## src/design/assert_macros.svh

```systemverilog
`ifndef ASSERT_MACROS_SVH
`define ASSERT_MACROS_SVH

// Checked on every edge outside of reset.
`define SDT_ASSERT(label, prop, msg) \
    label: assert property (@(posedge i_clk) disable iff (!i_rst_n) prop) \
        else $error(msg);

// Condition seen now must be followed by the given one on the next edge.
`define SDT_ASSERT_NEXT(label, pre, post, msg) \
    label: assert property (@(posedge i_clk) disable iff (!i_rst_n) pre |=> post) \
        else $error(msg);

`endif

```

## src/design/sdt_pkg.sv

```systemverilog
package sdt_pkg;

    // command codes on the request tuser
    localparam logic [1:0] CMD_ALLOC = 2'd0;
    localparam logic [1:0] CMD_FREE  = 2'd1;
    localparam logic [1:0] CMD_SET   = 2'd2;

    // highest entry count the 11-bit granted selector can name
    localparam int SEL_REACH = 256;
    // entries checked per scan step
    localparam int GRP_W = 16;

    localparam logic [31:0] LIMIT_MAX  = 32'h000F_FFFF;
    localparam int          PAGE_SHIFT = 12;
    localparam logic [15:0] GRAN_BIT   = 16'h8000;
    localparam logic [63:0] ATTR_MASK  = 64'h00FF_FF00_0000_0000;

    typedef struct packed {
        logic start;     // begin a free-entry scan
        logic upd_en;    // write one busy bit
        logic upd_busy;  // new busy value
    } t_scan_ctl;

    typedef struct packed {
        logic       done;   // one-cycle pulse, scan finished
        logic       found;
        logic [7:0] idx;    // entry index of the first free entry
    } t_scan_res;

    // Standard descriptor layout; large limits switch to 4 KiB granularity.
    function automatic logic [63:0] pack_desc(input logic [31:0] base,
                                              input logic [31:0] limit,
                                              input logic [15:0] attr);
        logic [31:0] lim;
        logic [15:0] a;
        lim = limit;
        a   = attr;
        if (limit > LIMIT_MAX) begin
            a   = a | GRAN_BIT;
            lim = limit >> PAGE_SHIFT;
        end
        a = a | {4'b0000, lim[19:16], 8'h00};
        return {base[31:24], a, base[23:0], lim[15:0]};
    endfunction

endpackage

```

## src/design/sdt_store.sv

```systemverilog
module sdt_store #(
    parameter int DEPTH = 256,
    localparam int AW = $clog2(DEPTH)
) (
    input  logic          i_clk,
    input  logic          i_we,
    input  logic [AW-1:0] i_waddr,
    input  logic [63:0]   i_wdata,
    input  logic          i_re,
    input  logic [AW-1:0] i_raddr,
    output logic [63:0]   o_rdata
);

    logic [63:0] r_mem [DEPTH];
    logic [63:0] r_rdata;

    always_ff @(posedge i_clk) begin
        if (i_we) begin
            r_mem[i_waddr] <= i_wdata;
        end
        if (i_re) begin
            r_rdata <= r_mem[i_raddr];
        end
    end

    assign o_rdata = r_rdata;

endmodule

```

## src/design/sdt_alloc.sv

```systemverilog
`include "assert_macros.svh"

module sdt_alloc #(
    parameter int SCAN_ENTRIES = 256,
    localparam int BW   = $clog2(SCAN_ENTRIES),
    localparam int NGRP = (SCAN_ENTRIES + sdt_pkg::GRP_W - 1) / sdt_pkg::GRP_W,
    localparam int GW   = (NGRP > 1) ? $clog2(NGRP) : 1,
    localparam int PAD  = NGRP * sdt_pkg::GRP_W
) (
    input  logic              i_clk,
    input  logic              i_rst_n,
    input  sdt_pkg::t_scan_ctl i_ctl,
    input  logic [BW-1:0]     i_upd_idx,
    output sdt_pkg::t_scan_res o_res
);

    // one bit per scannable entry: attribute half-word nonzero
    logic [SCAN_ENTRIES-1:0] r_busy;
    logic [PAD-1:0]          busy_pad;
    logic [GW-1:0]           r_grp;
    logic                    r_run;
    logic                    r_done;
    logic                    r_found;
    logic [7:0]              r_idx;

    logic [sdt_pkg::GRP_W-1:0] grp_bits;
    logic [3:0]                enc;
    logic                      hit;
    logic                      last;
    logic [GW+3:0]             hit_idx;

    // entry 0 and padding past the table never count as free
    for (genvar p = 0; p < PAD; p++) begin : g_pad
        if (p == 0 || p >= SCAN_ENTRIES) begin : g_fixed
            assign busy_pad[p] = 1'b1;
        end else begin : g_live
            assign busy_pad[p] = r_busy[p];
        end
    end

    always_comb begin
        grp_bits = busy_pad[{r_grp, 4'b0000} +: sdt_pkg::GRP_W];
        enc      = '0;
        for (int k = sdt_pkg::GRP_W - 1; k >= 0; k--) begin
            if (!grp_bits[k]) begin
                enc = 4'(k);
            end
        end
        hit     = ~&grp_bits;
        last    = (r_grp == GW'(NGRP - 1));
        hit_idx = {r_grp, enc};
    end

    always_ff @(posedge i_clk) begin
        if (!i_rst_n) begin
            r_busy <= '0;
            r_run  <= 1'b0;
            r_done <= 1'b0;
        end else begin
            r_done <= 1'b0;
            if (i_ctl.upd_en) begin
                r_busy[i_upd_idx] <= i_ctl.upd_busy;
            end
            if (i_ctl.start) begin
                r_run <= 1'b1;
            end else if (r_run && (hit || last)) begin
                r_run  <= 1'b0;
                r_done <= 1'b1;
            end
        end
    end

    always_ff @(posedge i_clk) begin
        if (i_ctl.start) begin
            r_grp <= '0;
        end else if (r_run) begin
            r_grp   <= r_grp + GW'(1);
            r_found <= hit;
            r_idx   <= 8'(hit_idx);
        end
    end

    assign o_res = '{done: r_done, found: r_found, idx: r_idx};

    `SDT_ASSERT(a_start_idle, i_ctl.start |-> !r_run, "scan restarted while running")
    `SDT_ASSERT(a_never_entry0, (r_done && r_found) |-> (r_idx != 8'd0), "entry 0 granted")
    `SDT_ASSERT_NEXT(a_done_pulse, r_done, !r_done, "scan done held for two cycles")

endmodule

```

## src/design/segment_descriptor_table_core.sv

```systemverilog
// Segment descriptor table: 64-bit x86 descriptors in one synchronous RAM.
// Request channel (s_axis_*): tuser carries the command (allocate, free,
// set), tdata the selector, base, limit and attribute half-word.
// Response channel (m_axis_*): one response per request, tuser = status
// (1 = allocate found no free entry), tdata = granted selector and the
// packed descriptor word (nonzero only for set).
// Requests are taken one at a time. Set writes the RAM during decode; set
// and unused codes then go straight to the done state. Free reads the RAM,
// then writes the entry back with the attribute half-word cleared. Allocate
// scans the busy bitmap in 16-entry groups, passing over every group before
// the one holding the first free entry, at most 15 groups for a 256-entry
// table. With a ready receiver the next request is taken on the same edge
// that takes the response.
// Allocate never touches the RAM: a busy bitmap beside it, one bit per entry
// below 256, is scanned 16 entries per cycle with a priority encoder.
// Reset clears the bitmap at once, then a clearing pass zeroes the RAM one
// entry per cycle, through every entry, while s_axis_tready stays low.
// A finished response waits in an output register; if the receiver stalls,
// the next request is still accepted and worked on, and only its final
// handoff waits until the output register is free.
`include "assert_macros.svh"

module segment_descriptor_table_core #(
    parameter int TABLE_ENTRIES = 256
) (
    input  logic        i_clk,
    input  logic        i_rst_n,
    input  logic        s_axis_tvalid,
    output logic        s_axis_tready,
    // [10:0] selector, [42:11] base, [74:43] limit, [90:75] attributes
    input  logic [95:0] s_axis_tdata,
    // [1:0] cmd
    input  logic [1:0]  s_axis_tuser,
    output logic        m_axis_tvalid,
    input  logic        m_axis_tready,
    // [10:0] granted_selector, [74:11] descriptor_word
    output logic [79:0] m_axis_tdata,
    // [0] status
    output logic [0:0]  m_axis_tuser
);

    localparam int IW   = $clog2(TABLE_ENTRIES);
    localparam int SCAN = (TABLE_ENTRIES < sdt_pkg::SEL_REACH) ? TABLE_ENTRIES
                                                               : sdt_pkg::SEL_REACH;
    localparam int BW   = $clog2(SCAN);

    typedef enum logic [5:0] {
        ST_CLEAR  = 6'b000001,
        ST_IDLE   = 6'b000010,
        ST_DECODE = 6'b000100,
        ST_SCAN   = 6'b001000,
        ST_RMW    = 6'b010000,
        ST_DONE   = 6'b100000
    } t_state;

    t_state r_state, n_state;

    // request fields
    logic [1:0]  r_cmd;
    logic [7:0]  r_idx;
    logic [31:0] r_base;
    logic [31:0] r_limit;
    logic [15:0] r_attr;

    // response being built, and the output register
    logic        r_status;
    logic [10:0] r_granted;
    logic [63:0] r_word;
    logic        r_out_valid;
    logic [0:0]  r_out_user;
    logic [79:0] r_out_data;

    logic [IW-1:0] r_clr;

    logic          req_take;
    logic          out_free;
    logic          out_load;
    logic [IW+7:0] idx_ext;
    logic          in_table;
    logic          in_scan;
    logic [63:0]   packed_word;

    logic          mem_we;
    logic [IW-1:0] mem_waddr;
    logic [63:0]   mem_wdata;
    logic          mem_re;
    logic [63:0]   mem_rdata;

    sdt_pkg::t_scan_ctl scan_ctl;
    sdt_pkg::t_scan_res scan_res;

    assign s_axis_tready = (r_state == ST_IDLE);
    assign req_take      = s_axis_tvalid && s_axis_tready;
    assign out_free      = !r_out_valid || m_axis_tready;
    assign out_load      = (r_state == ST_DONE) && out_free;

    // entry index is selector / 8; widen before comparing against the depth
    assign idx_ext     = {{IW{1'b0}}, r_idx};
    assign in_table    = idx_ext < (IW + 8)'(TABLE_ENTRIES);
    assign in_scan     = {1'b0, r_idx} < 9'(SCAN);
    assign packed_word = sdt_pkg::pack_desc(r_base, r_limit, r_attr);

    // Memory and bitmap port control. Accesses to one entry never overlap:
    // each request finishes its write before the next request is decoded.
    always_comb begin
        mem_we    = 1'b0;
        mem_waddr = idx_ext[IW-1:0];
        mem_wdata = packed_word;
        mem_re    = 1'b0;
        scan_ctl  = '0;
        unique case (r_state)
            ST_CLEAR: begin
                mem_we    = 1'b1;
                mem_waddr = r_clr;
                mem_wdata = '0;
            end
            ST_DECODE: begin
                unique case (r_cmd)
                    sdt_pkg::CMD_ALLOC: begin
                        scan_ctl.start = 1'b1;
                    end
                    sdt_pkg::CMD_FREE: begin
                        mem_re            = in_table;
                        scan_ctl.upd_en   = in_scan;
                        scan_ctl.upd_busy = 1'b0;
                    end
                    sdt_pkg::CMD_SET: begin
                        mem_we            = in_table;
                        scan_ctl.upd_en   = in_scan;
                        scan_ctl.upd_busy = |(packed_word & sdt_pkg::ATTR_MASK);
                    end
                    default: begin
                    end
                endcase
            end
            ST_RMW: begin
                mem_we    = 1'b1;
                mem_wdata = mem_rdata & ~sdt_pkg::ATTR_MASK;
            end
            default: begin
            end
        endcase
    end

    always_comb begin
        n_state = r_state;
        unique case (r_state)
            ST_CLEAR: begin
                if (r_clr == IW'(TABLE_ENTRIES - 1)) begin
                    n_state = ST_IDLE;
                end
            end
            ST_IDLE: begin
                if (req_take) begin
                    n_state = ST_DECODE;
                end
            end
            ST_DECODE: begin
                unique case (r_cmd)
                    sdt_pkg::CMD_ALLOC: n_state = ST_SCAN;
                    sdt_pkg::CMD_FREE:  n_state = in_table ? ST_RMW : ST_DONE;
                    default:            n_state = ST_DONE;
                endcase
            end
            ST_SCAN: begin
                if (scan_res.done) begin
                    n_state = ST_DONE;
                end
            end
            ST_RMW: begin
                n_state = ST_DONE;
            end
            ST_DONE: begin
                if (out_free) begin
                    n_state = ST_IDLE;
                end
            end
            default: begin
                n_state = ST_CLEAR;
            end
        endcase
    end

    always_ff @(posedge i_clk) begin
        if (!i_rst_n) begin
            r_state     <= ST_CLEAR;
            r_clr       <= '0;
            r_out_valid <= 1'b0;
        end else begin
            r_state <= n_state;
            if (r_state == ST_CLEAR) begin
                r_clr <= r_clr + IW'(1);
            end
            if (out_load) begin
                r_out_valid <= 1'b1;
            end else if (m_axis_tready) begin
                r_out_valid <= 1'b0;
            end
        end
    end

    always_ff @(posedge i_clk) begin
        if (req_take) begin
            r_cmd   <= s_axis_tuser;
            r_idx   <= s_axis_tdata[10:3];
            r_base  <= s_axis_tdata[42:11];
            r_limit <= s_axis_tdata[74:43];
            r_attr  <= s_axis_tdata[90:75];
        end
        if (r_state == ST_DECODE) begin
            r_status  <= 1'b0;
            r_granted <= '0;
            r_word    <= (r_cmd == sdt_pkg::CMD_SET) ? packed_word : 64'd0;
        end
        if (r_state == ST_SCAN && scan_res.done) begin
            r_status  <= !scan_res.found;
            r_granted <= scan_res.found ? {scan_res.idx, 3'b000} : 11'd0;
        end
        if (out_load) begin
            r_out_user <= r_status;
            r_out_data <= {5'b00000, r_word, r_granted};
        end
    end

    sdt_store #(
        .DEPTH (TABLE_ENTRIES)
    ) u_store (
        .i_clk   (i_clk),
        .i_we    (mem_we),
        .i_waddr (mem_waddr),
        .i_wdata (mem_wdata),
        .i_re    (mem_re),
        .i_raddr (idx_ext[IW-1:0]),
        .o_rdata (mem_rdata)
    );

    sdt_alloc #(
        .SCAN_ENTRIES (SCAN)
    ) u_alloc (
        .i_clk     (i_clk),
        .i_rst_n   (i_rst_n),
        .i_ctl     (scan_ctl),
        .i_upd_idx (r_idx[BW-1:0]),
        .o_res     (scan_res)
    );

    assign m_axis_tvalid = r_out_valid;
    assign m_axis_tdata  = r_out_data;
    assign m_axis_tuser  = r_out_user;

    `SDT_ASSERT(a_idle_no_write, (r_state == ST_IDLE) |-> !mem_we, "RAM write while idle")
    `SDT_ASSERT(a_done_in_scan, scan_res.done |-> (r_state == ST_SCAN), "stray scan result")
    `SDT_ASSERT(a_fail_no_grant, (r_out_valid && r_out_user[0]) |-> (r_out_data[10:0] == 11'd0), "failed alloc with selector")

endmodule
```

## config.mk

```make
export PLATFORM = sky130hd
export DESIGN_NAME = segment_descriptor_table_core
export DESIGN_NICKNAME = d
export VERILOG_FILES = /design/src/design/sdt_pkg.sv /design/src/design/sdt_store.sv /design/src/design/sdt_alloc.sv /design/src/design/segment_descriptor_table_core.sv
export VERILOG_INCLUDE_DIRS = /design/src /design/src/design
export SDC_FILE = /design/constraint.sdc
export NUM_CORES = 1
export LEC_CHECK = 0
export ABC_AREA = 0
export BUFFER_PORTS_ARGS = -buffer_cell sky130_fd_sc_hd__buf_2
export CORE_MARGIN = 3
export CORE_UTILIZATION = 35
export DETAILED_ROUTE_END_ITERATION = 10
export PLACE_DENSITY = 0.6
export SKIP_CTS_REPAIR_TIMING = 1
export SYNTH_ARGS = -nofsm -noshare
export SYNTH_HDL_FRONTEND = slang
export SYNTH_SLANG_ARGS = --single-unit
export TNS_END_PERCENT = 30
```

## constraint.sdc

```tcl
create_clock -name i_clk -period 5.82 [get_ports i_clk]
set_input_delay 1.164 -clock i_clk [delete_from_list [all_inputs] [get_ports i_clk]]
set_output_delay 1.164 -clock i_clk [all_outputs]
set_load 0.1 [all_outputs]
```

Yosys cells after proc, flatten, opt, wreduce, memory -nomap -nowiden:

Index checks and enable logic that the tools add are counted.

* logic and storage cells: 109
* input port bits: 102
* output and inout port bits: 83
* bits in registers: 528

* shift operators: 1
* equality and inequality tests: 14
* reduce and logical (&&, ||, !) cells: 22
* muxes and demuxes: 40
* add/subtract/negate cells: 2
* bitwise gates (word level): 3
* $lt $le $gt $ge: 4

Operators with widths (number)
* bitwise mux 256 bit: 1
* indexed part select 256 x 9 -> 16 bit: 1
* case mux 6 bit (6 select lines): 1
* two-way mux 11 bit: 3
* > comparator 32 x 20 -> 1 bit (second input constant): 1
* two-way mux 4 bit: 8
* two-way mux 6 bit: 5
* two-way mux 20 bit: 1
* < comparator 8 x 9 -> 1 bit (second input constant): 2
* two-way mux 16 bit: 1
* bitwise OR 16 x 12 -> 16 bit: 1
* AND reduction 16 bit: 1
* OR reduction 16 bit: 1
* two-way mux 3 bit: 5
* case mux 6 bit (2 select lines): 1
* two-way mux 1 bit: 10
* adder 8 x 1 -> 8 bit (second input constant): 1
* demux 1 bit (select 8 bit): 1
* equality test 8 bit (second input constant): 1
* greater-or-equal comparator 8 x 1 -> 1 bit (second input constant): 1
* AND reduction 4 bit: 2
* AND reduction 8 bit: 1
* equality test 6 x 1 -> 1 bit (second input constant): 1
* equality test 6 x 2 -> 1 bit (second input constant): 1
* 20 further kinds: 34

Longest topological paths before layout:

* word-level depth: 16
* depth in mapped cells: 10
* depth with buffers taken out: 7

Cells and area by module:

From an unflattened synthesis, not the netlist that was laid out.

* cell total of the unflattened synthesis: 1938
* area, all modules: 22369.0 µm²

Modules (own cells, without submodules)
* sdt_alloc: area an instance 13586.8 µm², cells an instance 1474, instances 1, sequential area each 5495.3 µm²
* segment_descriptor_table_core: area an instance 8782.2 µm², cells an instance 464, instances 1, sequential area each 7387.1 µm²

Worst setup path before layout:

No wires, ideal clock.

* path type: input -> register
* start: in m_axis_tready
* end: reg r_out_data[10] (netlist: m_axis_tdata[10]), enable pin
* library setup time: 0.512 ns
* data arrival time: 4.543 ns
* buffers on the path: 0
* required time: 5.308 ns
* slack: 0.765 ns
* stages on the path: 2
* cells stage by stage: nand2b_1 nor2b_1

* longest elaborated chain between the ends: 2

Ends and longest elaborated chain
* start, declared: RTL line segment_descriptor_table_core.sv:35 `input logic m_axis_tready,`
* logical OR 1 bit: RTL line segment_descriptor_table_core.sv:94 `assign out_free = !r_out_valid || m_axis_tready;`
* logical AND 1 bit: RTL line segment_descriptor_table_core.sv:95 `assign out_load = (r_state == ST_DONE) && out_free;`
* named net out_load: RTL line segment_descriptor_table_core.sv:77 `logic out_load;`
* end signal, assigned: RTL line segment_descriptor_table_core.sv:221 `r_out_data <= {5'b00000, r_word, r_granted};`
* end, declared: RTL line segment_descriptor_table_core.sv:71 `logic [79:0] r_out_data;`

The timed path passes the listed nets, and every way through them passes these cells.
A chain may end at the register's enable or synchronous reset.

Worst setup path in the final report:

* start: reg r_state[3]
* end: reg u_alloc.r_busy[201]

* longest elaborated chain between the ends: 3

Ends and longest elaborated chain
* start, declared: RTL line segment_descriptor_table_core.sv:56 `t_state r_state, n_state;`
* start signal, assigned: RTL line segment_descriptor_table_core.sv:190 `r_state <= n_state;`
* equality test 6 x 3 -> 1 bit (*)
* two-way mux 3 bit (*): RTL line segment_descriptor_table_core.sv:111 `unique case (r_state)`
* bitwise mux 256 bit: RTL line sdt_alloc.sv:62 `r_busy[i_upd_idx] <= i_ctl.upd_busy;`
* end signal, assigned by index: RTL line sdt_alloc.sv:62
* end, declared: RTL line sdt_alloc.sv:18 `logic [SCAN_ENTRIES-1:0] r_busy;`

Mark *: on every way between the ends. The rest lies on a longest branch, timed or not.

==> results by group <==
Outcome
  • Status: finished clean

Yosys
  • Number of synthesized flops with an enable pin: around 250
  • Most frequent cells after synthesis: nand3_1 (282), dfxtp_1 (276), o21ai_0 (263)
  • Synth Register Bits: roughly 520
  • Async S/R FF share, synth: 0%
  • Cell taking the most area after synthesis: edfxtp_1
  • Count of cell types in the netlist: 71
  • Share of the synthesized area in the top cell type: between 30% and 40%
  • Register area share after synthesis: a little under 60%
  • Top FF cell, synth: dfxtp_1
  • Syn Area/Cell: around 12 um^2
  • Synth warn: 0
  • Most frequent cell after synthesis: nand3_1
  • Synth Instances: 1,932
  • Cell Area, Synth: 22,300 um^2
  • Synth top area cells: edfxtp_1 (33%), dfxtp_1 (25%), a21boi_0 (7.9%)

GRT
  • Gr ovfl total: 0
  • Met3 Usage GRT: between 3 and 4%
  • Most Crowded Layer GR: met2
  • M2 GR Usage: a little under a third
  • Vias in the first global route: 15,900
  • Largest net degree at the start of global routing: ~260
  • GRT met1 Usage: 25.3%
  • GR Util All Layers: a little under a fifth
  • First-pass GRT wire length: about 96 mm
  • Initial antenna violation count: 2

STA
  • Slew headroom: 16.3%
  • Least-Margin Pin Slew: between 1000 and 1500 ps
  • Fin. max-slew vios: 0
  • Setup TNS: 0 ps
  • Period utilization: roughly two thirds
  • Final setup viols: 0
  • Final Hold Viols: 0
  • Worst Hold Slack: approximately 360 ps
  • Worst Skew: between 60 and 70 ps
  • Final worst slack: about 2000 ps
  • Achievable Freq: between 200 and 300 MHz
  • Fin crit period: between 3000 and 4000 ps
  • RSZ-0062 raised after global routing: no

Placed design
  • IO Port Bufs: ~170
  • Placer Congestion: 0.832
  • Post-place setup slack: between 2000 and 2500 ps
  • Post-DP HPWL: about 39 mm

Floorplan
  • DIE AREA: roughly 67,000 um^2
  • Cell Rows: between 90 and 100
  • Ports: roughly 190
  • Die X: 259 um
  • Core area: just over 60,000 um^2
  • Initial core utilization: 35.8%
  • Die Y-Extent: around 260 um

Clock tree
  • Root Driver: clkbuf_16
  • CTS tree: done
  • # H-tree levels: 2
  • CTS Sinks: 521
  • CTS max path bufs: 3
  • CTS buffer count: 55
  • Skew-Pair Late Insertion Delay: approximately 630 ps
  • Clock Pin Slew Worst Setup and Hold Paths: ~60 ps

Run
  • Max-Cap Viols: 0

Critical path
  • CP Capture Type: register
  • Worst EP required: between 6000 and 7000 ps
  • Critical-path maximum fanout: between 60 and 70
  • Critical Path Start Type: register
  • Critical path arrival: ~4300 ps
  • WS Path Type: reg -> reg

Route
  • Via-to-Cell Ratio: roughly 5.7
  • Final WL: around 64 mm
  • Drt first-iter violations: about 1,900
  • Vias: about 16,000
  • Post-route antenna net violation count: 0
  • Routed wire per std cell: approximately 22 um
  • Pre-Repair DR Iteration Count: 5
  • Drt drc: 0

Power and ir drop
  • Max VDD drop: about 0.26 mV
  • Leak Pwr: about 0.0077 uW
  • Pwr Density: a little under 300 nW/um^2
  • Final Power: ~7400 uW

Final layout
  • Fraction of layout instances using a drive strength above 1: between 10% and 20%
  • Area growth from synthesis to layout: 14.3%
  • Final Net Count: 2,118

Min path
  • Worst Hold Class: reg -> reg
## critical path, cell delays in order (launching register included)
cell	delay [ps]
dfxtp_1	390
nor3_2	270
nand2_1	220
inv_2	80
buf_4	690
nand4b_1	620
nor2_1	1110
nand3_1	160
a21boi_0	200
## layout make-up
class / count / area [um^2]
Clock inverter: 28 / 334
Tap cell: 837 / 1050
Clock buffer: 73 / 1500
Fill cell: 5910 / 36900
Timing Repair Buffer: 189 / 1020
Multi-Input combinational cell: 1236 / 8700
Inverter: 8 / 30.0
Sequential cell: 521 / 12900
Antenna cell: 1 / 2.50
## report_power, final
| group | total (uW) | leakage [uW] | internal (uW) | switching, uW |
|---|---|---|---|---|
| clock | 3510 | 0.000874 | 2040 | 1470 |
| combinational | 106 | 0.00274 | 46.7 | 58.9 |
| sequential | 3810 | 0.00412 | 3810 | 1.67 |
## layout by cell type (no fill, tap or decap), drive strengths merged, types with 25 or more instances in the layout
master / Yosys / routed
dfxtp: 276 / 276
nor2b: 30 / 30
nor2: 42 / 42
buf: 51 / 189
and2: 61 / 61
nand2: 46 / 46
a21boi: 263 / 263
o21ai: 266 / 266
mux2i: 25 / 25
nand3: 282 / 282
mux4: 66 / 66
clkbuf: 123 / 73
edfxtp: 245 / 245
## layer usage
metal	wire length (um)	share of wire (%)
met5	0	0
met2	30000	47
met1	26700	42
met3	5530	8.6
met4	1700	2.7
## metrics by stage
stage	utilization (%)	instance area, um^2	instances
global placement	38.0	23700	2791
global route	40.9	25500	2893
CTS	40.9	25500	2892
detailed placement	38.0	23700	2791
finish	40.9	25500	2893
floorplan	-	22400	1939
## path summary, 6_finish.rpt
check | startpoint | end | slack (ps) | cells past startpoint
max | r_state[3] | u_alloc.r_busy[201] | 1990 | 8
min reg2reg | r_word[2] | m_axis_tdata[13] | 360 | 0
min | r_word[2] | m_axis_tdata[13] | 360 | 0
max reg2reg | r_state[3] | u_alloc.r_busy[201] | 1990 | 8
## kinds of logic after synthesis
logic type	Yosys count	synth area share, %
buffers and inverters	182	3.86
AND/OR/NAND/NOR	543	13.1
XOR/XNOR	10	0.392
multiplexers	96	8.33
AO/OA/AOI/OAI	574	16.4
flip-flops	521	57.7
other	1	0.0168
adder cells (fa/ha/maj)	5	0.280
## sequential cells by signal, summed over array words and instances (netlist names), 6 cells and up
register and count:
m_axis_tdata 72, r_attr 16, r_base 32, r_clr 8, r_granted 8, r_idx 8, r_limit 32, r_state 6
r_word 64, u_alloc.r_busy 255, u_alloc.r_idx 8
(Power assumes the default switching activity.)
